## src/hdl/lrp_pkg.sv

```systemverilog
// Package for the log-return price path builder: widths, fixed-point constants,
// register indexes and the types shared by the front, queue and back modules.
// No dependencies.
package lrp_pkg;

   // Field widths
   localparam int RET_W   = 32;   // log return, signed Q3.28
   localparam int PRICE_W = 48;   // price, unsigned Q24.24
   localparam int DAYS_W  = 16;   // path length and day counter
   localparam int EXP_W   = 43;   // exp result, unsigned Q13.30
   localparam int EXP_FRAC = 30;  // fraction bits of the exp result

   // Series evaluation of exp(r)
   localparam int EXP_TERMS = 24;
   localparam logic [65:0] LN2_Q60 = 66'h0B17217F7D1CF79B;
   // Offset that makes the reduction remainder start non-negative (n starts at -12)
   localparam logic [65:0] LN2_X12 = LN2_Q60 * 66'd12;
   localparam logic [60:0] Q60_ONE = {1'b1, 60'b0};

   // Configuration register indexes
   localparam int CSR_IDX_W = 1;
   localparam logic [CSR_IDX_W-1:0] CSR_INITIAL_PRICE = 1'b0;
   localparam logic [CSR_IDX_W-1:0] CSR_DAYS_PER_PATH = 1'b1;

   // Reset values of the configuration registers
   localparam logic [PRICE_W-1:0] INITIAL_PRICE_RESET = 48'd16777216;
   localparam logic [DAYS_W-1:0]  DAYS_PER_PATH_RESET = 16'd252;

   localparam logic [PRICE_W-1:0] PRICE_MAX = '1;

   // Depth of the queue between front and back
   localparam int LRP_QUEUE_DEPTH = 2;

   typedef logic [PRICE_W-1:0] price_type;
   typedef logic [EXP_W-1:0]   exp_type;

   // Configuration seen by the back end
   typedef struct packed {
      price_type         initial_price;
      logic [DAYS_W-1:0] days_per_path;
   } cfg_type;

   // One exp value moving through the queue
   typedef struct packed {
      logic    valid;
      exp_type data;
   } exp_push_type;

endpackage

```

## src/hdl/lrp_price_back.sv

```systemverilog
// Back end: takes exp values from the queue, multiplies them into the running
// price, tracks the day within the path and holds the response register.
// Depends on lrp_pkg.
module lrp_price_back import lrp_pkg::*; (
   input  logic         clock,
   input  logic         reset,
   input  cfg_type      cfg,
   input  exp_push_type head,
   output logic         pop,
   output logic         rsp_valid,
   input  logic         rsp_ready,
   output price_type    rsp_price,
   output logic         rsp_saturated,
   output logic         rsp_first_of_path,
   output logic         rsp_last_of_path
);

   typedef enum logic [2:0] {
      B_IDLE = 3'b001,
      B_MUL  = 3'b010,
      B_FIN  = 3'b100
   } back_state_type;

   // Partial product alignment codes
   localparam logic [1:0] SH_0  = 2'd0;
   localparam logic [1:0] SH_22 = 2'd1;
   localparam logic [1:0] SH_24 = 2'd2;
   localparam logic [1:0] SH_46 = 2'd3;

   localparam logic [2:0]  MUL_LAST   = 3'd4;
   localparam logic [91:0] ROUND_HALF = 92'd1 << (EXP_FRAC - 1);

   back_state_type    state_ff, state_in;
   exp_type           ex_ff, ex_in;
   price_type         base_ff, base_in;
   logic              first_ff, first_in;
   logic [2:0]        mcnt_ff, mcnt_in;
   logic [45:0]       prod_ff, prod_in;
   logic [1:0]        psel_ff, psel_in;
   logic [90:0]       acc_ff, acc_in;
   price_type         running_ff, running_in;
   logic [DAYS_W-1:0] day_ff, day_in;
   logic              rsp_valid_ff, rsp_valid_in;
   price_type         price_ff, price_in;
   logic              sat_ff, sat_in;
   logic              fop_ff, fop_in;
   logic              lop_ff, lop_in;

   logic [23:0]       mul_a;
   logic [21:0]       mul_b;
   logic [1:0]        psel_now;
   logic [90:0]       prod_shift;
   logic [90:0]       acc_sum;
   logic [91:0]       rnd;
   logic [61:0]       pfull;
   logic              sat_new;
   price_type         price_new;
   logic [DAYS_W-1:0] day_inc;
   logic              last_new;
   logic              out_free;

   assign pop               = (state_ff == B_IDLE) && head.valid;
   assign rsp_valid         = rsp_valid_ff;
   assign rsp_price         = price_ff;
   assign rsp_saturated     = sat_ff;
   assign rsp_first_of_path = fop_ff;
   assign rsp_last_of_path  = lop_ff;

   // Partial product select: base in 24-bit halves, exp in 22/21-bit halves
   always_comb begin
      case (mcnt_ff)
         3'd0: begin
            mul_a = base_ff[23:0];
            mul_b = ex_ff[21:0];
            psel_now = SH_0;
         end
         3'd1: begin
            mul_a = base_ff[23:0];
            mul_b = {1'b0, ex_ff[42:22]};
            psel_now = SH_22;
         end
         3'd2: begin
            mul_a = base_ff[47:24];
            mul_b = ex_ff[21:0];
            psel_now = SH_24;
         end
         3'd3: begin
            mul_a = base_ff[47:24];
            mul_b = {1'b0, ex_ff[42:22]};
            psel_now = SH_46;
         end
         default: begin
            mul_a = '0;
            mul_b = '0;
            psel_now = SH_0;
         end
      endcase
   end

   always_comb begin
      case (psel_ff)
         SH_0:    prod_shift = {45'b0, prod_ff};
         SH_22:   prod_shift = {23'b0, prod_ff, 22'b0};
         SH_24:   prod_shift = {21'b0, prod_ff, 24'b0};
         SH_46:   prod_shift = {prod_ff[44:0], 46'b0};
         default: prod_shift = '0;
      endcase
   end

   assign acc_sum = acc_ff + prod_shift;

   // Round Q37.54 to Q24.24, clamp, advance the day counter
   assign rnd       = {1'b0, acc_ff} + ROUND_HALF;
   assign pfull     = rnd[91:30];
   assign sat_new   = |pfull[61:48];
   assign price_new = sat_new ? PRICE_MAX : pfull[47:0];
   assign day_inc   = day_ff + 1'b1;
   assign last_new  = (day_inc >= cfg.days_per_path);
   assign out_free  = !rsp_valid_ff || rsp_ready;

   always_comb begin
      state_in     = state_ff;
      ex_in        = ex_ff;
      base_in      = base_ff;
      first_in     = first_ff;
      mcnt_in      = mcnt_ff;
      prod_in      = prod_ff;
      psel_in      = psel_ff;
      acc_in       = acc_ff;
      running_in   = running_ff;
      day_in       = day_ff;
      rsp_valid_in = rsp_valid_ff && !rsp_ready;
      price_in     = price_ff;
      sat_in       = sat_ff;
      fop_in       = fop_ff;
      lop_in       = lop_ff;
      case (state_ff)
         B_IDLE: begin
            if (head.valid) begin
               ex_in    = head.data;
               first_in = (day_ff == '0);
               base_in  = (day_ff == '0) ? cfg.initial_price : running_ff;
               mcnt_in  = '0;
               state_in = B_MUL;
            end
         end
         B_MUL: begin
            prod_in = mul_a * mul_b;
            psel_in = psel_now;
            acc_in  = (mcnt_ff == 3'd0) ? '0 : acc_sum;
            if (mcnt_ff == MUL_LAST) begin
               state_in = B_FIN;
            end else begin
               mcnt_in = mcnt_ff + 1'b1;
            end
         end
         B_FIN: begin
            // Wait for the response register to free up
            if (out_free) begin
               rsp_valid_in = 1'b1;
               price_in     = price_new;
               sat_in       = sat_new;
               fop_in       = first_ff;
               lop_in       = last_new;
               running_in   = price_new;
               day_in       = last_new ? '0 : day_inc;
               state_in     = B_IDLE;
            end
         end
         default: begin
            state_in = B_IDLE;
         end
      endcase
   end

   always_ff @(posedge clock) begin
      if (reset) begin
         state_ff     <= B_IDLE;
         running_ff   <= '0;
         day_ff       <= '0;
         rsp_valid_ff <= 1'b0;
      end else begin
         state_ff     <= state_in;
         running_ff   <= running_in;
         day_ff       <= day_in;
         rsp_valid_ff <= rsp_valid_in;
      end
   end

   always_ff @(posedge clock) begin
      ex_ff    <= ex_in;
      base_ff  <= base_in;
      first_ff <= first_in;
      mcnt_ff  <= mcnt_in;
      prod_ff  <= prod_in;
      psel_ff  <= psel_in;
      acc_ff   <= acc_in;
      price_ff <= price_in;
      sat_ff   <= sat_in;
      fop_ff   <= fop_in;
      lop_ff   <= lop_in;
   end

endmodule

```

## config.mk

```make
export PLATFORM = sky130hd
export DESIGN_NAME = lrp_price_back
export DESIGN_NICKNAME = d
export VERILOG_FILES = /design/src/hdl/lrp_pkg.sv /design/src/hdl/lrp_price_back.sv
export SDC_FILE = /design/constraint.sdc
export NUM_CORES = 2
export LEC_CHECK = 0
export ABC_AREA = 0
export BUFFER_PORTS_ARGS = -buffer_cell sky130_fd_sc_hd__buf_2
export CORE_MARGIN = 2
export CORE_UTILIZATION = 40
export DETAILED_ROUTE_END_ITERATION = 8
export SETUP_SLACK_MARGIN = 0.05
export SLEW_MARGIN = 20
export SYNTH_ARGS = -nofsm -noshare
export SYNTH_HDL_FRONTEND = slang
export SYNTH_SLANG_ARGS = --single-unit
```

## constraint.sdc

```tcl
create_clock -name clock -period 20.6 [get_ports clock]
set_input_delay 5.15 -clock clock [delete_from_list [all_inputs] [get_ports clock]]
set_output_delay 5.15 -clock clock [all_outputs]
set_load 0.02 [all_outputs]
```

==> metrics.csv <==
metric,value,unit
IO buf count,163,
"number of standard cells in the layout, taps in and fillers out",5632,
power per unit of standard cell area,100,nW/µm²
outcome,finished clean,
Avg Synthesized Cell Area,8.96,µm²
required time at the endpoint of the critical path,15450,ps
total grt overflow,0,
routed wire length,126,mm
met2 capacity usage during global routing,41.6,%
maximum root-to-sink buffer count,3,
Crit Reg-Reg Startpoint,mcnt_ff[2],
maximum number of pins on one net before global-route repair,98,
Residual DRC,0,
met3 Track Usage GR,4.26,%
worst hold path class,reg -> reg,
most used cells in the layout excluding fill and tap cells,"669 x sky130_fd_sc_hd__nand2_1, 526 x sky130_fd_sc_hd__inv_1, 476 x sky130_fd_sc_hd__nor2_1, 438 x sky130_fd_sc_hd__fa_1, 285 x sky130_fd_sc_hd__edfxtp_1",
number of failing setup endpoints in the final timing report,0,
total number of vias,31400,
Place WS,9080,ps
sequential cell area fraction in the yosys report,25.8,%
number of sinks handled by clock tree synthesis,353,
final critical delay including setup and external delays,11550,ps
floorplan core area,95000,µm²
post-layout total power,4.21,mW
critical setup path kind,in -> out,
GRT Overall Usage,25.7,%
Fill cells,9441,
Pins Over Slew Limit,0,
post-synth net total,5106,
"IR drop worst, VDD",0.107,mV
critical path capture point type,output port,
summed area of non-filler cells in the final layout,41900,µm²
final core area utilization,44.1,%
Final HPWL DP,101,mm
wire length of the first global-routing pass,190,mm
Clock Tree Root,sky130_fd_sc_hd__clkbuf_16,
length in cells of the worst reg-to-reg path,25,
Slew Limit Headroom,27.7,%
sort of element at the start of the critical path,input port,
"most common cell after layout, fill and taps aside",sky130_fd_sc_hd__nand2_1,
Main synth FF type,sky130_fd_sc_hd__edfxtp_1,
Die W,314,µm
buffers inserted during post-CTS setup optimization,0,
level count of the clock H-tree,2,
clock slew seen by the registers of the worst setup and hold paths,60,ps
Reg2Reg Setup Slack,11330,ps
GR met1 Demand/Resource,35.5,%
hold violation count in the final report,0,
RePlAce Congestion,0.950,
startpoint of the most critical setup path,head[43],
destination of the critical timing path,pop,
hold bufs inserted after CTS,0,
data arrival time of the critical path,6400,ps
worst-case clock skew,68.2,ps
dominant cell type by area after synthesis,sky130_fd_sc_hd__fa_1,
Hold Worst Slack,421,ps
post-detailed-route count of antenna-violating nets,0,
Pre-Repair DR Iteration Count,7,
post-cts gate resize count,0,
number of top-level pins,164,
synthesized netlist cell count,4282,
count of synthesis-stage warnings from yosys,0,
RSZ-0062 raised after global routing,no,
upper clock frequency limit,86.6,MHz
Synth top area share,22.8,%
number of max-cap violations,0,
leakage power summed over all cells,18.1,nW
total clock buffers created by CTS,44,
WL per Instance,22.5,µm
CTS tree,yes,
Final Worst Setup Slack,9050,ps
routing layer with the top usage in global route,met2,
ratio of routed vias to standard cells,5.57,
async set-reset flop share out of synthesis,0,%
Final period util,56.0,%
Post-Route Setup TNS,0,ps
height of the die,314,µm
overall die area,98400,µm²
number of library cell types mapped by synthesis,78,
nets,5155,
leading post-synthesis cells by cell area,"sky130_fd_sc_hd__fa_1 23%, sky130_fd_sc_hd__edfxtp_1 22%, sky130_fd_sc_hd__ha_1 9.0%, sky130_fd_sc_hd__nand2_1 6.5%, sky130_fd_sc_hd__inv_1 5.2%",
DP Cell Count,5550,
post-detailed-placement cell area,40400,µm²
post-synth design cell area,38400,µm²
proportion of layout cells with a drive suffix above 1,7.76,%
antenna violations before repair,7,
transition time at the pin with the least slew margin,1080,ps
DRC violation total after the first TritonRoute iteration,2983,
reg-to-reg critical path endpoint,prod_ff[42],
clock latency of the later-clocked register in the worst-skew pair,640,ps
row count,113,
effective utilization at floorplan,40.4,%
highest net fanout along the worst path,42,
number of global-route vias before repair,30600,
number of storage elements in the synthesis netlist,353,
Post-synth EDFFs,285,
layout overhead on the synthesized area,9.16,%
[state kept, by name (all words and copies together) (netlist names), 2 cells and up]
name / cells
acc_ff: 91
base_ff: 48
rsp_price: 48
running_ff: 48
prod_ff: 46
ex_ff: 43
day_ff: 16
mcnt_ff: 3
state_ff: 3
psel_ff: 2
[Yosys cell counts, drive strengths merged, types with 8 or more instances]
cell type    n
and3        48
nand2b      11
nand4       65
nor2       481
or2          9
and4         9
dfxtp       68
and2        38
buf         34
a21o        65
o21bai      39
a311oi      50
a22oi       47
ha         275
or3         11
nor4        16
o211ai      11
a31oi       10
fa         438
a21boi       8
nor2b       26
nand2      669
nor3        38
o31ai       12
clkbuf     194
a22o        61
inv        528
xor2        89
a21oi      187
edfxtp     285
o21ai      154
xnor2      100
a211oi      25
o21a        16
mux2i       27
nand3       65
[where the power goes]
group	leakage [nW]	internal, mW	switching [mW]	total [mW]
registers	3.01	0.880	0.0333	0.914
clock network	0.727	0.459	0.339	0.798
logic	14.4	0.901	1.60	2.50
total	18.1	2.24	1.97	4.21
[logic make-up after synthesis]
logic type      synth area share, %
buf+inv                        7.56
xor+xnor                       4.31
mux                           0.792
flops                          25.8
simple gates                   16.9
compound gates                 12.8
fa+ha+maj                      31.8
[final cells by class]
cell class              instances  area, µm²  area share [%]
clock buffers                  61       1260            3.00
flip-flops and latches        353       9920            23.7
well taps                    1265       1580            3.78
repair buffers                231       1330            3.17
multi-input cells            3173      25600            61.1
diodes                          1       2.50         0.00597
inverters                     528       1980            4.74
clock inverters                20        229           0.547
[worst max-delay path: stages]
cell and delay, ps:
sky130_fd_sc_hd__buf_2 100, sky130_fd_sc_hd__nand2_1 90, sky130_fd_sc_hd__nor3_2 130, sky130_fd_sc_hd__buf_4 580, sky130_fd_sc_hd__buf_2 300
[worst min path at each step]
stage / slack [ps] / end / depth (start not counted) / startpoint
floorplan: 400 / rsp_first_of_path / 0 / first_ff
global placement: 400 / rsp_first_of_path / 0 / first_ff
detailed placement: 400 / rsp_first_of_path / 0 / first_ff
CTS: 420 / rsp_first_of_path / 0 / first_ff
global route: 450 / rsp_first_of_path / 0 / first_ff
finish: 420 / rsp_first_of_path / 0 / first_ff
[layer usage]
layer  routed length (µm)  vias up
li1                     -    14400
met1                54100    15700
met2                59100     1144
met3                 9490      183
met4                 3780        8
met5                   45        -
Power figures use the tool's default switching activity.
