--- src/hdl/lrp_pkg.sv ---
// Package for the log-return price path builder: widths, fixed-point constants,
// register indexes and the types shared by the front, queue and back modules.
// No dependencies.
package lrp_pkg;

   // Field widths
   localparam int RET_W   = 32;   // log return, signed Q3.28
   localparam int PRICE_W = 48;   // price, unsigned Q24.24
   localparam int DAYS_W  = 16;   // path length and day counter
   localparam int EXP_W   = 43;   // exp result, unsigned Q13.30
   localparam int EXP_FRAC = 30;  // fraction bits of the exp result

   // Series evaluation of exp(r)
   localparam int EXP_TERMS = 24;
   localparam logic [65:0] LN2_Q60 = 66'h0B17217F7D1CF79B;
   // Offset that makes the reduction remainder start non-negative (n starts at -12)
   localparam logic [65:0] LN2_X12 = LN2_Q60 * 66'd12;
   localparam logic [60:0] Q60_ONE = {1'b1, 60'b0};

   // Configuration register indexes
   localparam int CSR_IDX_W = 1;
   localparam logic [CSR_IDX_W-1:0] CSR_INITIAL_PRICE = 1'b0;
   localparam logic [CSR_IDX_W-1:0] CSR_DAYS_PER_PATH = 1'b1;

   // Reset values of the configuration registers
   localparam logic [PRICE_W-1:0] INITIAL_PRICE_RESET = 48'd16777216;
   localparam logic [DAYS_W-1:0]  DAYS_PER_PATH_RESET = 16'd252;

   localparam logic [PRICE_W-1:0] PRICE_MAX = '1;

   // Depth of the queue between front and back
   localparam int LRP_QUEUE_DEPTH = 2;

   typedef logic [PRICE_W-1:0] price_type;
   typedef logic [EXP_W-1:0]   exp_type;

   // Configuration seen by the back end
   typedef struct packed {
      price_type         initial_price;
      logic [DAYS_W-1:0] days_per_path;
   } cfg_type;

   // One exp value moving through the queue
   typedef struct packed {
      logic    valid;
      exp_type data;
   } exp_push_type;

endpackage

--- src/hdl/lrp_exp_front.sv ---
// Front end: accepts log returns and evaluates exp() as unsigned Q13.30.
// Range reduction, a 24-term Taylor series on a shared 32x32 multiplier and
// a radix-256 divider by the term index. Depends on lrp_pkg.
module lrp_exp_front import lrp_pkg::*; (
   input  logic                    clock,
   input  logic                    reset,
   input  logic                    req_valid,
   output logic                    req_ready,
   input  logic signed [RET_W-1:0] req_log_return,
   output exp_push_type            push,
   input  logic                    push_full
);

   typedef enum logic [5:0] {
      F_IDLE   = 6'b000001,
      F_REDUCE = 6'b000010,
      F_MUL    = 6'b000100,
      F_DIV    = 6'b001000,
      F_ROUND  = 6'b010000,
      F_PUSH   = 6'b100000
   } front_state_type;

   // Shift of a partial product within the 120-bit accumulator
   localparam logic [1:0] SH_0  = 2'd0;
   localparam logic [1:0] SH_32 = 2'd1;
   localparam logic [1:0] SH_64 = 2'd2;

   localparam logic [2:0] MUL_LAST   = 3'd4;
   localparam logic [2:0] DIV_LAST   = 3'd7;
   localparam logic [5:0] SHIFT_BASE = 6'd42;   // 30 minus the lowest n of -12

   front_state_type state_ff, state_in;
   logic [65:0]     rem_ff, rem_in;
   logic [4:0]      nidx_ff, nidx_in;
   logic [60:0]     term_ff, term_in;
   logic [61:0]     sum_ff, sum_in;
   logic [4:0]      k_ff, k_in;
   logic [2:0]      mcnt_ff, mcnt_in;
   logic [63:0]     prod_ff, prod_in;
   logic [1:0]      psel_ff, psel_in;
   logic [119:0]    acc_ff, acc_in;
   logic [63:0]     dq_ff, dq_in;
   logic [4:0]      drem_ff, drem_in;
   logic [2:0]      dcnt_ff, dcnt_in;
   exp_type         e_ff, e_in;

   logic [31:0]  mul_a, mul_b;
   logic [1:0]   psel_now;
   logic [119:0] prod_shift;
   logic [119:0] acc_sum;
   logic [7:0]   div_q;
   logic [4:0]   div_r;
   logic [5:0]   div_rr;
   logic [63:0]  div_word;
   logic [5:0]   shamt;
   logic [62:0]  rnd;

   assign req_ready  = (state_ff == F_IDLE);
   assign push.valid = (state_ff == F_PUSH);
   assign push.data  = e_ff;

   // Partial product select: term x r in 32-bit halves
   always_comb begin
      case (mcnt_ff)
         3'd0: begin
            mul_a = term_ff[31:0];
            mul_b = rem_ff[31:0];
            psel_now = SH_0;
         end
         3'd1: begin
            mul_a = term_ff[31:0];
            mul_b = {4'b0, rem_ff[59:32]};
            psel_now = SH_32;
         end
         3'd2: begin
            mul_a = {3'b0, term_ff[60:32]};
            mul_b = rem_ff[31:0];
            psel_now = SH_32;
         end
         3'd3: begin
            mul_a = {3'b0, term_ff[60:32]};
            mul_b = {4'b0, rem_ff[59:32]};
            psel_now = SH_64;
         end
         default: begin
            mul_a = '0;
            mul_b = '0;
            psel_now = SH_0;
         end
      endcase
   end

   // Align the registered partial product
   always_comb begin
      case (psel_ff)
         SH_0:    prod_shift = {56'b0, prod_ff};
         SH_32:   prod_shift = {24'b0, prod_ff, 32'b0};
         SH_64:   prod_shift = {prod_ff[55:0], 64'b0};
         default: prod_shift = '0;
      endcase
   end

   assign acc_sum = acc_ff + prod_shift;

   // Eight restoring steps per cycle; divisor k is at most 24
   always_comb begin
      div_r  = drem_ff;
      div_q  = '0;
      div_rr = '0;
      for (int j = 0; j < 8; j++) begin
         div_rr = {div_r, dq_ff[63-j]};
         if (div_rr >= {1'b0, k_ff}) begin
            div_r = 5'(div_rr - {1'b0, k_ff});
            div_q[7-j] = 1'b1;
         end else begin
            div_r = div_rr[4:0];
         end
      end
      div_word = {dq_ff[55:0], div_q};
   end

   // Final scaling by 2^n with round half up
   assign shamt = SHIFT_BASE - {1'b0, nidx_ff};
   assign rnd   = {1'b0, sum_ff} + (63'd1 << (shamt - 6'd1));

   // Sequencer
   always_comb begin
      state_in = state_ff;
      rem_in   = rem_ff;
      nidx_in  = nidx_ff;
      term_in  = term_ff;
      sum_in   = sum_ff;
      k_in     = k_ff;
      mcnt_in  = mcnt_ff;
      prod_in  = prod_ff;
      psel_in  = psel_ff;
      acc_in   = acc_ff;
      dq_in    = dq_ff;
      drem_in  = drem_ff;
      dcnt_in  = dcnt_ff;
      e_in     = e_ff;
      case (state_ff)
         F_IDLE: begin
            if (req_valid) begin
               rem_in   = 66'($signed({req_log_return, 32'b0})) + LN2_X12;
               nidx_in  = '0;
               state_in = F_REDUCE;
            end
         end
         F_REDUCE: begin
            // Step n up until the remainder is below ln2
            if (rem_ff >= LN2_Q60) begin
               rem_in  = rem_ff - LN2_Q60;
               nidx_in = nidx_ff + 1'b1;
            end else begin
               term_in  = Q60_ONE;
               sum_in   = 62'(Q60_ONE);
               k_in     = 5'd1;
               mcnt_in  = '0;
               state_in = F_MUL;
            end
         end
         F_MUL: begin
            prod_in = mul_a * mul_b;
            psel_in = psel_now;
            acc_in  = (mcnt_ff == 3'd0) ? '0 : acc_sum;
            if (mcnt_ff == MUL_LAST) begin
               dq_in    = {4'b0, acc_sum[119:60]};
               drem_in  = '0;
               dcnt_in  = '0;
               state_in = F_DIV;
            end else begin
               mcnt_in = mcnt_ff + 1'b1;
            end
         end
         F_DIV: begin
            dq_in   = div_word;
            drem_in = div_r;
            dcnt_in = dcnt_ff + 1'b1;
            if (dcnt_ff == DIV_LAST) begin
               term_in = div_word[60:0];
               sum_in  = sum_ff + div_word[61:0];
               if (k_ff == 5'(EXP_TERMS)) begin
                  state_in = F_ROUND;
               end else begin
                  k_in     = k_ff + 1'b1;
                  mcnt_in  = '0;
                  state_in = F_MUL;
               end
            end
         end
         F_ROUND: begin
            e_in     = EXP_W'(rnd >> shamt);
            state_in = F_PUSH;
         end
         F_PUSH: begin
            if (!push_full) begin
               state_in = F_IDLE;
            end
         end
         default: begin
            state_in = F_IDLE;
         end
      endcase
   end

   always_ff @(posedge clock) begin
      if (reset) begin
         state_ff <= F_IDLE;
      end else begin
         state_ff <= state_in;
      end
   end

   always_ff @(posedge clock) begin
      rem_ff  <= rem_in;
      nidx_ff <= nidx_in;
      term_ff <= term_in;
      sum_ff  <= sum_in;
      k_ff    <= k_in;
      mcnt_ff <= mcnt_in;
      prod_ff <= prod_in;
      psel_ff <= psel_in;
      acc_ff  <= acc_in;
      dq_ff   <= dq_in;
      drem_ff <= drem_in;
      dcnt_ff <= dcnt_in;
      e_ff    <= e_in;
   end

endmodule

--- config.mk ---
export PLATFORM = sky130hd
export DESIGN_NAME = lrp_exp_front
export DESIGN_NICKNAME = d
export VERILOG_FILES = /design/src/hdl/lrp_pkg.sv /design/src/hdl/lrp_exp_front.sv
export SDC_FILE = /design/constraint.sdc
export NUM_CORES = 2
export LEC_CHECK = 0
export BUFFER_PORTS_ARGS = -buffer_cell sky130_fd_sc_hd__buf_2
export CORE_UTILIZATION = 35
export DETAILED_ROUTE_END_ITERATION = 6
export GPL_ROUTABILITY_DRIVEN = 0
export GPL_TIMING_DRIVEN = 0
export PLACE_DENSITY_LB_ADDON = 0.15
export SETUP_SLACK_MARGIN = 0.3
export SYNTH_ARGS = -nofsm -noshare
export SYNTH_HDL_FRONTEND = slang
export SYNTH_SLANG_ARGS = --single-unit
--- constraint.sdc ---
create_clock -name clock -period 18.2 [get_ports clock]
set_input_delay 0.91 -clock clock [delete_from_list [all_inputs] [get_ports clock]]
set_output_delay 0.91 -clock clock [all_outputs]
set_load 0.05 [all_outputs]
==> results.yml <==
clock_tree:
  cts-buffers-inserted: 67
  postCtsHoldBufs: 0
  cts_root_buf: "clkbuf_16"
  h-tree-depth: 3
  clock_latency_ns: 0.74
  cts.sinks: 509
  cts_tree: "done"
  clk_pin_slew_worst_paths_ns: 0.06
  cts.path.max_buffers: 3
floorplan:
  die_h_um: 469.9
  dieArea_sq_um: 220800
  die_w_um: 469.9
  rows: 171
  io-pin-count: 81
  initial_utilization: 0.3526
  coreArea_sq_um: 217400
placed_design:
  dp_cells: 11810
  port_buffers: 80
  placedInstanceArea_sq_um: 81240
  dp_hpwl_mm: 274.5
sta:
  finalHoldViolCount: 0
  rsz0062_at_grt: "no"
  setup_viol: 0
  max_slew_margin: -0.1104
  fin_crit_ns: 17.05
  finalCritPeriodShare: 0.9368
  slew_viol_final: 49
  tightestPinTransition_ns: 1.666
  fmax_ghz: 0.05865
  holdWs_ns: 0.5288
  skew_ns: 0.04683
yosys:
  synthTopCellsByCount: "nand2_1, inv_1, fa_1"
  synthTopCellsByArea: "fa_1, edfxtp_1, ha_1, nand2_1, inv_1"
  synth_nets: 10350
  synth_top_cell_area_share: 0.2369
  synth_edf_count: 503
  yosys.area.top_type: "fa_1"
  ys_warn_count: 0
  yosysSeqAreaShare: 0.1987
  syn_avg_cell_area_sq_um: 8.670
  syn_area_sq_um: 76640
  synth_most_common_cell: "nand2_1"
  synth.distinct_cells: 93
  ys_seq_elements: 509
  synthFlopType: "edfxtp_1"
  synthArstFlopShare: 0
  netlist_instances: 8840
run_status:
  violations: "capacitance limit, slew limit"
  status: "complete, but fails checks"
pwr:
  p_leak_nw: 36.33
  ir_worst_vdd_mv: 0.1844
  powerDensity_nw_per_um2: 146.6
worst_setup_path:
  arrival_ns: 17.47
  worstReg2RegStart: "k_ff[1]"
  start_kind: "register"
  critical_path_class: "register to register"
  cp_num_buf_inv: 11
  cp_data_required_time_ns: 18.62
  cp_top_family: "compound AO/OA/AOI/OAI gates"
  critPathSlowestCell: "edfxtp_1"
  path_max_fanout: 9
  cp-end-kind: "register"
  cpPeakStageDelay_ns: 0.46
  cp-startpoint: "k_ff[1]"
worst_hold_path:
  hold_path_class: "input pin to register"
  hp-start: "reset"
global_routing:
  first_global_vias: 67970
  grt_pass1_wl_mm: 476.3
  gr-total-overflow: 0
  grt_max_degree: 123
  grt_use_total: 0.2950
  antenna_found_initial: 13
drt:
  drt-pass1-iter-count: 7
  drtIter0Drc: 7866
  ant_nets: 0
  viasPerCell: 5.809
  route.vias.total: 69490
  wl_per_cell_um: 27.77
  drc: 0
  drt-total-wl_mm: 332.2
flow_run:
  maxCapViolCount: 5
final_layout:
  nets: 10560
  design_area_sq_um: 84120
  instances_no_fill: 11960
  fill_cells: 22270
  area_growth_pct: 9.763
  drive_above_1_share: 0.04702
[layout make-up]
type / count / area [sq um] / area share
Multi-Input combinational cell: 6738 / 55810 / 0.6634
Sequential cell: 509 / 15220 / 0.1810
Inverter: 1100 / 4159 / 0.04944
Tap cell: 2854 / 3571 / 0.04245
Buffer: 493 / 1884 / 0.02240
Clock buffer: 78 / 1738 / 0.02066
Timing Repair Buffer: 144 / 1141 / 0.01356
Clock inverter: 41 / 585.6 / 0.006961
Antenna cell: 5 / 12.51 / 0.0001487
[placed cells by master, fill, tap and decap left out, types with 136 or more instances in the layout]
cell type / netlist / routed
nand2_1: 1160 / 1159
inv_1: 1097 / 1090
fa_1: 907 / 905
nor2_1: 873 / 872
ha_1: 564 / 559
edfxtp_1: 503 / 503
a21oi_1: 494 / 488
clkbuf_1: 456 / 462
o21ai_0: 293 / 285
xnor2_1: 232 / 232
a21o_1: 188 / 187
nand3_1: 141 / 141
o21bai_1: 136 / 136
[stage by stage]
stage	util	setup WS (ns)	power (W)	setup TNS (ns)
after floorplan	-	1.777	0.007201	0
after global placement	0.3708	-2.603	0.01039	-71.46
after detailed placement	0.3737	-3.020	0.01041	-91.52
after CTS	0.3855	0.3057	0.01194	0
after global routing	0.3869	0.2302	0.01304	0
final	0.3870	1.151	0.01233	0
[report_power, final]
| group | switching (W) | leakage, nW | internal [W] |
|---|---|---|---|
| clock network | 0.000624 | 1.10 | 0.000804 |
| registers | 0.0000735 | 4.54 | 0.00159 |
| logic | 0.00595 | 30.7 | 0.00329 |
[sequential cells by signal, summed over array words and instances, names as in the netlist, 6 cells and up]
| signal | count |
|---|---|
| sum_ff | 62 |
| dq_ff | 64 |
| rem_ff | 66 |
| term_ff | 61 |
| prod_ff | 64 |
| state_ff | 6 |
| e_ff | 43 |
| acc_ff | 120 |
[layer usage]
metal	share of wire	GRT usage	wire, um
met1	0.42	0.3957	138300
met2	0.42	0.4342	138400
met3	0.11	0.08009	35150
met4	0.061	0.1488	20260
met5	0.00028	0	93
[cells by family (layout without fill, tap and decap cells)]
kind of cell               count (synthesis)  count (layout)  share of synthesized area
buffers and inverters                   1593            1856                    0.07836
AOI/OAI and AO/OA                       1876            1876                     0.1647
other                                      0               5                          0
DFF                                      509             509                     0.1987
and+or+nand+nor                         2900            2900                     0.1678
muxes                                    135             135                    0.02078
xor gates and xnor gates                 356             356                    0.04068
adders and majority gates               1471            1471                     0.3290
[final timing paths]
kind,cells past startpoint,to,slack (ns)
hold / removal,2,state_ff[3],0.53
setup / recovery,79,sum_ff[61],1.15
hold reg to reg,1,dcnt_ff[0],0.58
setup reg to reg,79,sum_ff[61],1.15
[what timing repair did]
action | 4_1_cts | 5_1_grt
gates cloned | 0 | 0
setup endpoints to repair | 56 | 44
pin swaps | 6 | 10
gates resized for setup | 34 | 39
setup buffers | 13 | 17
(Power assumes the default switching activity.)
