`src/hdl/lrp_pkg.sv`:
```
// Package for the log-return price path builder: widths, fixed-point constants,
// register indexes and the types shared by the front, queue and back modules.
// No dependencies.
package lrp_pkg;

   // Field widths
   localparam int RET_W   = 32;   // log return, signed Q3.28
   localparam int PRICE_W = 48;   // price, unsigned Q24.24
   localparam int DAYS_W  = 16;   // path length and day counter
   localparam int EXP_W   = 43;   // exp result, unsigned Q13.30
   localparam int EXP_FRAC = 30;  // fraction bits of the exp result

   // Series evaluation of exp(r)
   localparam int EXP_TERMS = 24;
   localparam logic [65:0] LN2_Q60 = 66'h0B17217F7D1CF79B;
   // Offset that makes the reduction remainder start non-negative (n starts at -12)
   localparam logic [65:0] LN2_X12 = LN2_Q60 * 66'd12;
   localparam logic [60:0] Q60_ONE = {1'b1, 60'b0};

   // Configuration register indexes
   localparam int CSR_IDX_W = 1;
   localparam logic [CSR_IDX_W-1:0] CSR_INITIAL_PRICE = 1'b0;
   localparam logic [CSR_IDX_W-1:0] CSR_DAYS_PER_PATH = 1'b1;

   // Reset values of the configuration registers
   localparam logic [PRICE_W-1:0] INITIAL_PRICE_RESET = 48'd16777216;
   localparam logic [DAYS_W-1:0]  DAYS_PER_PATH_RESET = 16'd252;

   localparam logic [PRICE_W-1:0] PRICE_MAX = '1;

   // Depth of the queue between front and back
   localparam int LRP_QUEUE_DEPTH = 2;

   typedef logic [PRICE_W-1:0] price_type;
   typedef logic [EXP_W-1:0]   exp_type;

   // Configuration seen by the back end
   typedef struct packed {
      price_type         initial_price;
      logic [DAYS_W-1:0] days_per_path;
   } cfg_type;

   // One exp value moving through the queue
   typedef struct packed {
      logic    valid;
      exp_type data;
   } exp_push_type;

endpackage

```
`src/hdl/lrp_queue.sv`:
```
// Small flip-flop queue of exp values between front and back ends.
// Depends on lrp_pkg.
module lrp_queue import lrp_pkg::*; #(
   parameter int DEPTH = LRP_QUEUE_DEPTH
) (
   input  logic         clock,
   input  logic         reset,
   input  exp_push_type push,
   output logic         full,
   output exp_push_type head,
   input  logic         pop
);

   localparam int PW = $clog2(DEPTH);
   localparam int CW = $clog2(DEPTH + 1);

   exp_type         mem_ff [DEPTH];
   logic [PW-1:0]   wr_ptr_ff, wr_ptr_in;
   logic [PW-1:0]   rd_ptr_ff, rd_ptr_in;
   logic [CW-1:0]   count_ff, count_in;
   logic            do_push, do_pop;

   assign full       = (count_ff == CW'(DEPTH));
   assign head.valid = (count_ff != '0);
   assign head.data  = mem_ff[rd_ptr_ff];
   assign do_push    = push.valid && !full;
   assign do_pop     = pop && head.valid;

   // Pointer and fill count update
   always_comb begin
      wr_ptr_in = wr_ptr_ff;
      rd_ptr_in = rd_ptr_ff;
      count_in  = count_ff;
      if (do_push) begin
         wr_ptr_in = (wr_ptr_ff == PW'(DEPTH - 1)) ? '0 : wr_ptr_ff + 1'b1;
      end
      if (do_pop) begin
         rd_ptr_in = (rd_ptr_ff == PW'(DEPTH - 1)) ? '0 : rd_ptr_ff + 1'b1;
      end
      if (do_push && !do_pop) begin
         count_in = count_ff + 1'b1;
      end else if (do_pop && !do_push) begin
         count_in = count_ff - 1'b1;
      end
   end

   always_ff @(posedge clock) begin
      if (reset) begin
         wr_ptr_ff <= '0;
         rd_ptr_ff <= '0;
         count_ff  <= '0;
      end else begin
         wr_ptr_ff <= wr_ptr_in;
         rd_ptr_ff <= rd_ptr_in;
         count_ff  <= count_in;
      end
   end

   // Storage
   always_ff @(posedge clock) begin
      if (do_push) begin
         mem_ff[wr_ptr_ff] <= push.data;
      end
   end

endmodule

```
`config.mk`:
```
export PLATFORM = sky130hd
export DESIGN_NAME = lrp_queue
export DESIGN_NICKNAME = d
export VERILOG_FILES = /design/src/hdl/lrp_pkg.sv /design/src/hdl/lrp_queue.sv
export SDC_FILE = /design/constraint.sdc
export NUM_CORES = 1
export LEC_CHECK = 0
export BUFFER_PORTS_ARGS = -buffer_cell sky130_fd_sc_hd__buf_2
export CAP_MARGIN = 20
export CORE_ASPECT_RATIO = 0.75
export CORE_MARGIN = 5
export CORE_UTILIZATION = 34
export DETAILED_ROUTE_END_ITERATION = 10
export PLACE_DENSITY = 0.53
export SYNTH_ARGS = -nofsm -noshare
export SYNTH_HDL_FRONTEND = slang
export SYNTH_SLANG_ARGS = --single-unit
```
`constraint.sdc`:
```
create_clock -name clock -period 6.5 [get_ports clock]
set_input_delay 0.325 -clock clock [delete_from_list [all_inputs] [get_ports clock]]
set_output_delay 0.325 -clock clock [all_outputs]
set_load 0.01 [all_outputs]
```
==> results_dict.tcl, run 1 <==
set metrics [dict create \
    outcome "finished clean" \
    pwr-share-clk_pct 28.5 \
    drc_errors 0 \
    yosysUniqueCellTypes 14 \
    postCtsHoldBufs 0 \
    syn_inst 159 \
    root_buffer "clkbuf_16" \
    maxCapViolations 0 \
    viasPerCell 4.37 \
    finalSetupTns_ns 0 \
    pin_count 92 \
    power.total_uw 1630 \
    place_congestion 0.675 \
    grt_max_degree 44 \
    rsz0062_at_grt "false" \
    p_per_area_nw_per_um2 387 \
    num_vias 1723 \
    dp_slack_ns 4.51 \
    ant_nets 0 \
    hold_violations 0 \
    final_area_um2 4200 \
    critPathCaptureType "output port" \
    antenna_found_initial 0 \
    core_um2 9580 \
    critPathArrivalTime_ns 1.96 \
    die_y_um 95.5 \
    fin_ws_ns 4.21 \
    grt_pass1_vias 1838 \
    drive_gt1_share_pct 58.4 \
    yosysWarnings 0 \
    fin_crit_sh_pct 35.2 \
    hold_class "input port to register" \
    clock_skew_ns 0.00490 \
    critPathLaunchType "register" \
    critPathKind "register to output port" \
    synth-seq-area-share_pct 81.0 \
    cts-resized-gates 0 \
    ir_drop_uv 205 \
    hpwl_um 4020 \
    overflow 0 \
    internal_power_uw 1190 \
    grt_usage_pct 10.9 \
    clock.fmax_ghz 0.437 \
    reg2reg_slack_ns 4.53 \
    instances_no_fill 394 \
    cts_setup_buffers 0 \
    clkLatencyLatePin_ns 0.33 \
    drt-pass1-iter-count 4 \
    tightest_slew_ns 1.05 \
    drv_slew 0 \
    initial_core_util_pct 34.6 \
    numCtsBuffers 9 \
    finalWorstPathRequiredPeriod_ns 2.29 \
    relSlewSlack_pct 29.9 \
    combPwrFrac_pct 22.4 \
    crit_required_ns 6.17 \
    cts_buffer_depth 2 \
    clk_pin_slew_ns 0.06 \
    htree_levels 3 \
    cts_tree "done" \
    sw_frac_of_total_pct 26.6 \
    leakage_uw 0.00157 \
    wl_um 6150 \
    nets 305 \
    dieWidth_um 124 \
    io_buffers 91 \
    numClockSinks 91 \
    pwr-share-seq_pct 49.1 \
    power.switching_uw 433 \
    grt_pass1_wl_um 9340 \
    critPathMaxFanout 43 \
    synth_area_um2 3310 \
    postPlaceCellArea_um2 3940 \
    syn_area_per_cell_um2 20.8 \
    dieArea_um2 11800 \
    ys_seq_elements 91 \
    drt_iter0_markers 64 \
    finalSetupViolations 0 \
    synth_fp_nets 207 \
    routedWlPerCell_um 15.6 \
    area_growth_syn_to_layout_pct 26.9 \
    n_antenna_cell 0 \
    num_rows 31 \
    dpl.cell_count 378 \
]
==> per-stage QoR <==
| step | hold slack (ns) | util (%) |
|---|---|---|
| 2_1_floorplan | 0.394 | - |
| 3_3_place_gp | 0.476 | 40.8 |
| 3_5_place_dp | 0.476 | 41.1 |
| 4_1_cts | 0.163 | 43.9 |
| 5_1_grt | 0.162 | 43.9 |
| 6_report | 0.178 | 43.9 |
==> power by group through the flow <==
stage                     sequential (uW)  clock, uW  combinational (uW)
final                                 798        464                 365
after CTS                             802        480                 374
after global routing                  810        507                 399
after detailed placement              813          0                 371
after floorplan                       767          0                 261
after global placement                813          0                 368
==> layout make-up <==
class,instances,area [um2]
Clock inverter,3,15.0
Tap cell,132,165
Clock buffer,13,250
Inverter,2,7.51
Sequential cell,91,2680
Multi-Input combinational cell,61,598
Timing Repair Buffer,92,483
Fill cell,866,5380
==> sequential cells by signal, indices dropped and copies added (netlist names), named ones only <==
| signal | flops |
|---|---|
| mem_ff | 86 |
| count_ff | 2 |
| rd_ptr_ff | 1 |
| wr_ptr_ff | 1 |
==> cells in the final DEF, fill, tap and decap left out <==
cell        n
buf_2      91
edfxtp_1   86
mux2_2     43
clkbuf_16   9
nor2_1      4
dfxtp_1     4
o21ai_0     3
xor2_1      3
clkinv_2    3
clkbuf_1    3
or3_1       2
a21oi_1     2
or2_2       1
nor2b_2     1
inv_1       1
and2_2      1
inv_2       1
ha_1        1
dfxtp_2     1
clkbuf_8    1
buf_16      1
==> metal layers <==
layer,vias up,share of wire [%],global-route usage [%]
met5,-,0,0
met3,9,8.1,4.92
li1,819,-,-
met4,0,1.6,4.65
met2,66,44,16.4
met1,829,47,13.7
==> worst max-delay path, cell delays in order, from the launching register on <==
cell	delay, ns
dfxtp_2	1.03
mux2_2	0.45
buf_2	0.15
==> cell usage after synthesis, drive strengths merged <==
cell type  count  area share, %
inv            2           0.23
a21oi          2           0.30
or2            1           0.19
or3            2           0.38
buf            5           0.76
mux2          43             15
dfxtp          5            3.0
nor2           4           0.45
ha             1           0.38
nor2b          1           0.26
xor2           3           0.79
o21ai          3           0.45
and2           1           0.19
edfxtp        86             78
==> kinds of logic (layout without fill, tap and decap cells) <==
logic type / Yosys count / after routing / synth area share, %
and+or+nand+nor: 9 / 9 / 1.47
muxes: 43 / 43 / 14.6
buffers and inverters: 7 / 110 / 0.982
xor gates and xnor gates: 3 / 3 / 0.793
AOI/OAI and AO/OA: 5 / 5 / 0.755
adders and majority gates: 1 / 1 / 0.378
DFF: 91 / 91 / 81.0
==> final timing paths <==
| kind | from | end | cells past startpoint |
|---|---|---|---|
| setup / recovery | register | head[40] | 2 |
| hold / removal | push[42] | mem_ff[1][42]$_DFFE_PP_ | 1 |
| setup reg to reg | count_ff[1]$_SDFFE_PP0P_ | mem_ff[0][0]$_DFFE_PP_ | 3 |
| hold reg to reg | wr_ptr_ff$_SDFFE_PP0N_ | wr_ptr_ff$_SDFFE_PP0N_ | 2 |
(Power assumes the default switching activity.)
==> inputs of run 2 (changes only) <==
Settings changed: PLACE_DENSITY 0.53 to 0.55.
Clock period 6.5 ns to 1.8 ns, I/O delays scaled along.
==> results_dict.tcl, run 2 (synthesis results as in run 1) <==
set metrics [dict create \
    crit_required_ns 1.71 \
    critPathArrivalTime_ns 1.54 \
    postPlaceCellArea_um2 4010 \
    n_antenna_cell 0 \
    finalWorstPathRequiredPeriod_ns 1.63 \
    viasPerCell 4.30 \
    num_rows 31 \
    clkLatencyLatePin_ns 0.34 \
    dp_slack_ns 0.280 \
    numClockSinks 91 \
    tightest_slew_ns 0.375 \
    hp-start "push[43]" \
    clk_pin_slew_ns 0.06 \
    final_common_cell "buf_2" \
    dieWidth_um 124 \
    outcome "finished clean" \
    cts-resized-gates 0 \
    power.total_uw 6080 \
    leakage_uw 0.00177 \
    numCtsBuffers 9 \
    grt_max_degree 27 \
    io_buffers 91 \
    grt_pass1_wl_um 10400 \
    drt_iter0_markers 66 \
    hold_class "input port to register" \
    core_um2 9580 \
    postCtsHoldBufs 44 \
    post-route-util_pct 49.4 \
    critPathLaunchType "register" \
    nets 354 \
    critPathCaptureType "output port" \
    overflow 0 \
    die_y_um 95.5 \
    initial_core_util_pct 34.6 \
    relSlewSlack_pct 75.0 \
    max_stage_delay_ns 0.40 \
    final_area_um2 4730 \
    num_vias 1905 \
    hpwl_um 4200 \
    cts_tree "done" \
    pin_count 92 \
    cts_buffer_depth 2 \
    largest_reg_flops 86 \
    rsz0062_at_grt "false" \
    drt-pass1-iter-count 4 \
    clock_skew_ns 0.00568 \
    largest_register "mem_ff" \
    finalSetupTns_ns 0 \
    grt_pass1_vias 2073 \
    drive_gt1_share_pct 51.8 \
    dieArea_um2 11800 \
    drv_slew 0 \
    clock.fmax_ghz 0.614 \
    hold_violations 0 \
    area_growth_syn_to_layout_pct 42.8 \
    root_buffer "clkbuf_16" \
    ant_nets 0 \
    place_congestion 0.685 \
    grt_usage_pct 12.0 \
    critPathKind "register to output port" \
    cts_setup_buffers 0 \
    finalSetupViolations 0 \
    mostFrequentLayoutCells "buf_2 (91), edfxtp_1 (86), dlygate4sd3_1 (44)" \
    critPathMaxFanout 26 \
    ir_drop_uv 681 \
    maxCapViolations 0 \
    fin_crit_sh_pct 90.4 \
    cp_cell_sequence "buf_4, mux2_2, buf_2" \
    wl_um 6630 \
    routedWlPerCell_um 15.0 \
    antenna_found_initial 0 \
    htree_levels 3 \
    fin_ws_ns 0.172 \
    largest_registers "mem_ff x86, count_ff x2" \
    drc_errors 0 \
    reg2reg_from "count_ff[0]$_SDFFE_PP0P_" \
    p_per_area_nw_per_um2 1290 \
    crit_slowest_cell "mux2_2" \
]
[run 2: path summary, 6_finish.rpt]
kind | endpoint | slack [ns] | cells past startpoint
min | wr_ptr_ff$_SDFFE_PP0N_ | 0.16 | 4
max | head[42] | 0.17 | 3
min reg2reg | wr_ptr_ff$_SDFFE_PP0N_ | 0.49 | 2
max reg2reg | mem_ff[0][0]$_DFFE_PP_ | 0.27 | 4
[run 2: final cells by class]
type	instances	area, um2
inverters	2	11.3
well taps	132	165
clock buffers	9	225
clock inverters	7	53.8
repair buffers	141	991
flip-flops and latches	91	2680
multi-input cells	61	598
fillers	847	4850
[run 2: metrics by stage]
stage,hold WS [ns],instances
CTS,0.136,443
floorplan,0.159,159
finish,0.156,443
global route,0.208,443
detailed placement,0.281,383
global placement,0.277,383
[run 2: power breakdown]
group          internal (uW)  total, uW  switching [uW]
Sequential              2660       2740            76.4
Clock                    941       1710             772
Combinational            804       1630             826
Total                   4410       6080            1670
[run 2: layer usage]
layer	global-route usage, %	routed length [um]	vias to the layer above
met5	0	0	-
met4	4.10	91	0
met3	5.75	587	11
met2	18.9	2960	68
met1	14.3	2990	916
li1	-	-	910
[run 2: critical path, delay by kind of cell, from the launching register on]
kind | cells | cell delay, ns
mux | 1 | 0.40
buf+inv | 2 | 0.48
flops | 1 | 0.32
==> inputs of run 3 (changes only) <==
Settings changed: BUFFER_PORTS_ARGS -buffer_cell sky130_fd_sc_hd__buf_2 to unset, CORE_UTILIZATION 34 to 55, DONT_BUFFER_PORTS set to 1, PLACE_DENSITY 0.55 to 0.7.
==> results_dict.tcl, run 3 (synthesis results as in run 1) <==
set metrics [dict create \
    outcome "finished clean" \
    numClockSinks 91 \
    relSlewSlack_pct 61.4 \
    io_buffers 0 \
    critPathCaptureType "register" \
    fin_hold_ws_ns 0.0619 \
    clock.fmax_ghz 0.620 \
    maxCapViolations 0 \
    drt-pass1-iter-count 4 \
    reg2reg_from "count_ff[0]$_SDFFE_PP0P_" \
    overflow 0 \
    grt_usage_pct 16.5 \
    htree_levels 3 \
    hold_class "input port to register" \
    antenna_found_initial 0 \
    gr-usage-met2_pct 28.8 \
    viasPerCell 5.31 \
    finalSetupTns_ns 0 \
    cts_tree "done" \
    grt_pass1_wl_um 9390 \
    pin_count 92 \
    clk_pin_slew_ns 0.08 \
    grt_max_degree 44 \
    num_rows 24 \
    ant_nets 0 \
    critPathMaxFanout 4 \
    critPathArrivalTime_ns 1.89 \
    place_congestion 0.750 \
    grt.met3_usage_pct 9.97 \
    grt_pass1_vias 1755 \
    crit_required_ns 2.08 \
    mostFrequentLayoutCells "edfxtp_1 (86), dlygate4sd3_1 (44), mux2_2 (43)" \
    routedWlPerCell_um 19.8 \
    hpwl_um 3830 \
    cts_buffer_depth 2 \
    drt_iter0_markers 72 \
    initial_core_util_pct 56.9 \
    grt.busiest_layer "met2" \
    hold_violations 0 \
    fillers 370 \
    finalWorstPathRequiredPeriod_ns 1.61 \
    num_vias 1589 \
    n_antenna_cell 0 \
    critPathLaunch "count_ff[0]$_SDFFE_PP0P_" \
    finalSetupViolations 0 \
    clock_skew_ns 0.00769 \
    post-route-util_pct 70.4 \
    die_y_um 77.2 \
    drc_errors 0 \
    numCtsBuffers 9 \
    drv_slew 0 \
    largest_reg_flops 86 \
    core_um2 5830 \
    clkLatencyLatePin_ns 0.34 \
    drive_gt1_share_pct 31.7 \
    dieArea_um2 7690 \
    final_common_cell "edfxtp_1" \
    grtUsageMet1_pct 16.8 \
    rsz0062_at_grt "false" \
    area_growth_syn_to_layout_pct 23.9 \
    wl_um 5920 \
    ir_drop_uv 785 \
    fin_crit_sh_pct 89.6 \
    p_per_area_nw_per_um2 1310 \
    nets 264 \
    leakage_uw 0.00138 \
    largest_registers "mem_ff x86, count_ff x2" \
    critPathLaunchType "register" \
    tightest_slew_ns 0.579 \
    critPathKind "register to register" \
    root_buffer "clkbuf_8" \
    largest_register "mem_ff" \
    hp-start "pop" \
    dieWidth_um 99.6 \
]
-- run 3: cell types whose count changed in the layout (fill, tap and decap cells not counted), moves of 2 or more --
cell | previous run | this run
clkinvlp_4 | 4 | 2
buf_2 | 91 | 0
clkbuf_8 | 0 | 9
buf_12 | 4 | 2
clkbuf_16 | 9 | 0
buf_4 | 2 | 5
-- run 3: final cells by class --
type,count,area (um2),area share [%]
Timing Repair Buffer,51,518,12.6
Multi-Input combinational cell,61,599,14.6
Inverter,2,11.3,0.274
Tap cell,78,97.6,2.38
Sequential cell,91,2680,65.4
Clock buffer,10,128,3.11
Clock inverter,6,65.1,1.59
-- run 3: layer usage --
metal / wire length [um] / up-vias
li1: - / 733
met5: 0 / -
met1: 2090 / 786
met2: 3190 / 66
met3: 588 / 4
met4: 52 / 0
-- run 3: worst paths after layout --
kind	endpoint	slack [ns]	cells after the start
worst max-delay path	count_ff[1]$_SDFFE_PP0P_	0.19	5
worst min-delay path	register	0.06	3
worst max register to register	count_ff[1]$_SDFFE_PP0P_	0.19	5
worst min register to register	register	0.52	2
-- run 3: through the flow --
step                power [uW]  setup slack, ns  cell area, um2  std cells
floorplan                 3710           0.0499            3320        159
global placement          3970           0.0585            3470        239
detailed placement        4040          -0.0572            3470        239
CTS                       5430            0.175            4100        299
global route              5670           0.0350            4100        299
finish                    5390            0.187            4100        299
-- run 3: power by group --
group | leakage (uW) | switching [uW] | internal (uW)
registers | 0.000845 | 72.8 | 2660
logic | 0.000442 | 756 | 584
clock network | 0.0000966 | 677 | 645
total | 0.00138 | 1510 | 3890
-- run 3: critical path, stage by stage (launching register included) --
cell	delay (ns)
dfxtp_1	0.32
buf_4	0.15
o21ai_0	0.26
ha_1	0.32
or3_1	0.36
a21oi_1	0.14
-- run 3: repair_timing --
action	4_1_cts	5_1_grt
endpoints found under the hold margin	91	0
hold buffers	44	0
buffers inserted	0	0
gates resized for setup	1	0
endpoints found under the setup margin	43	0
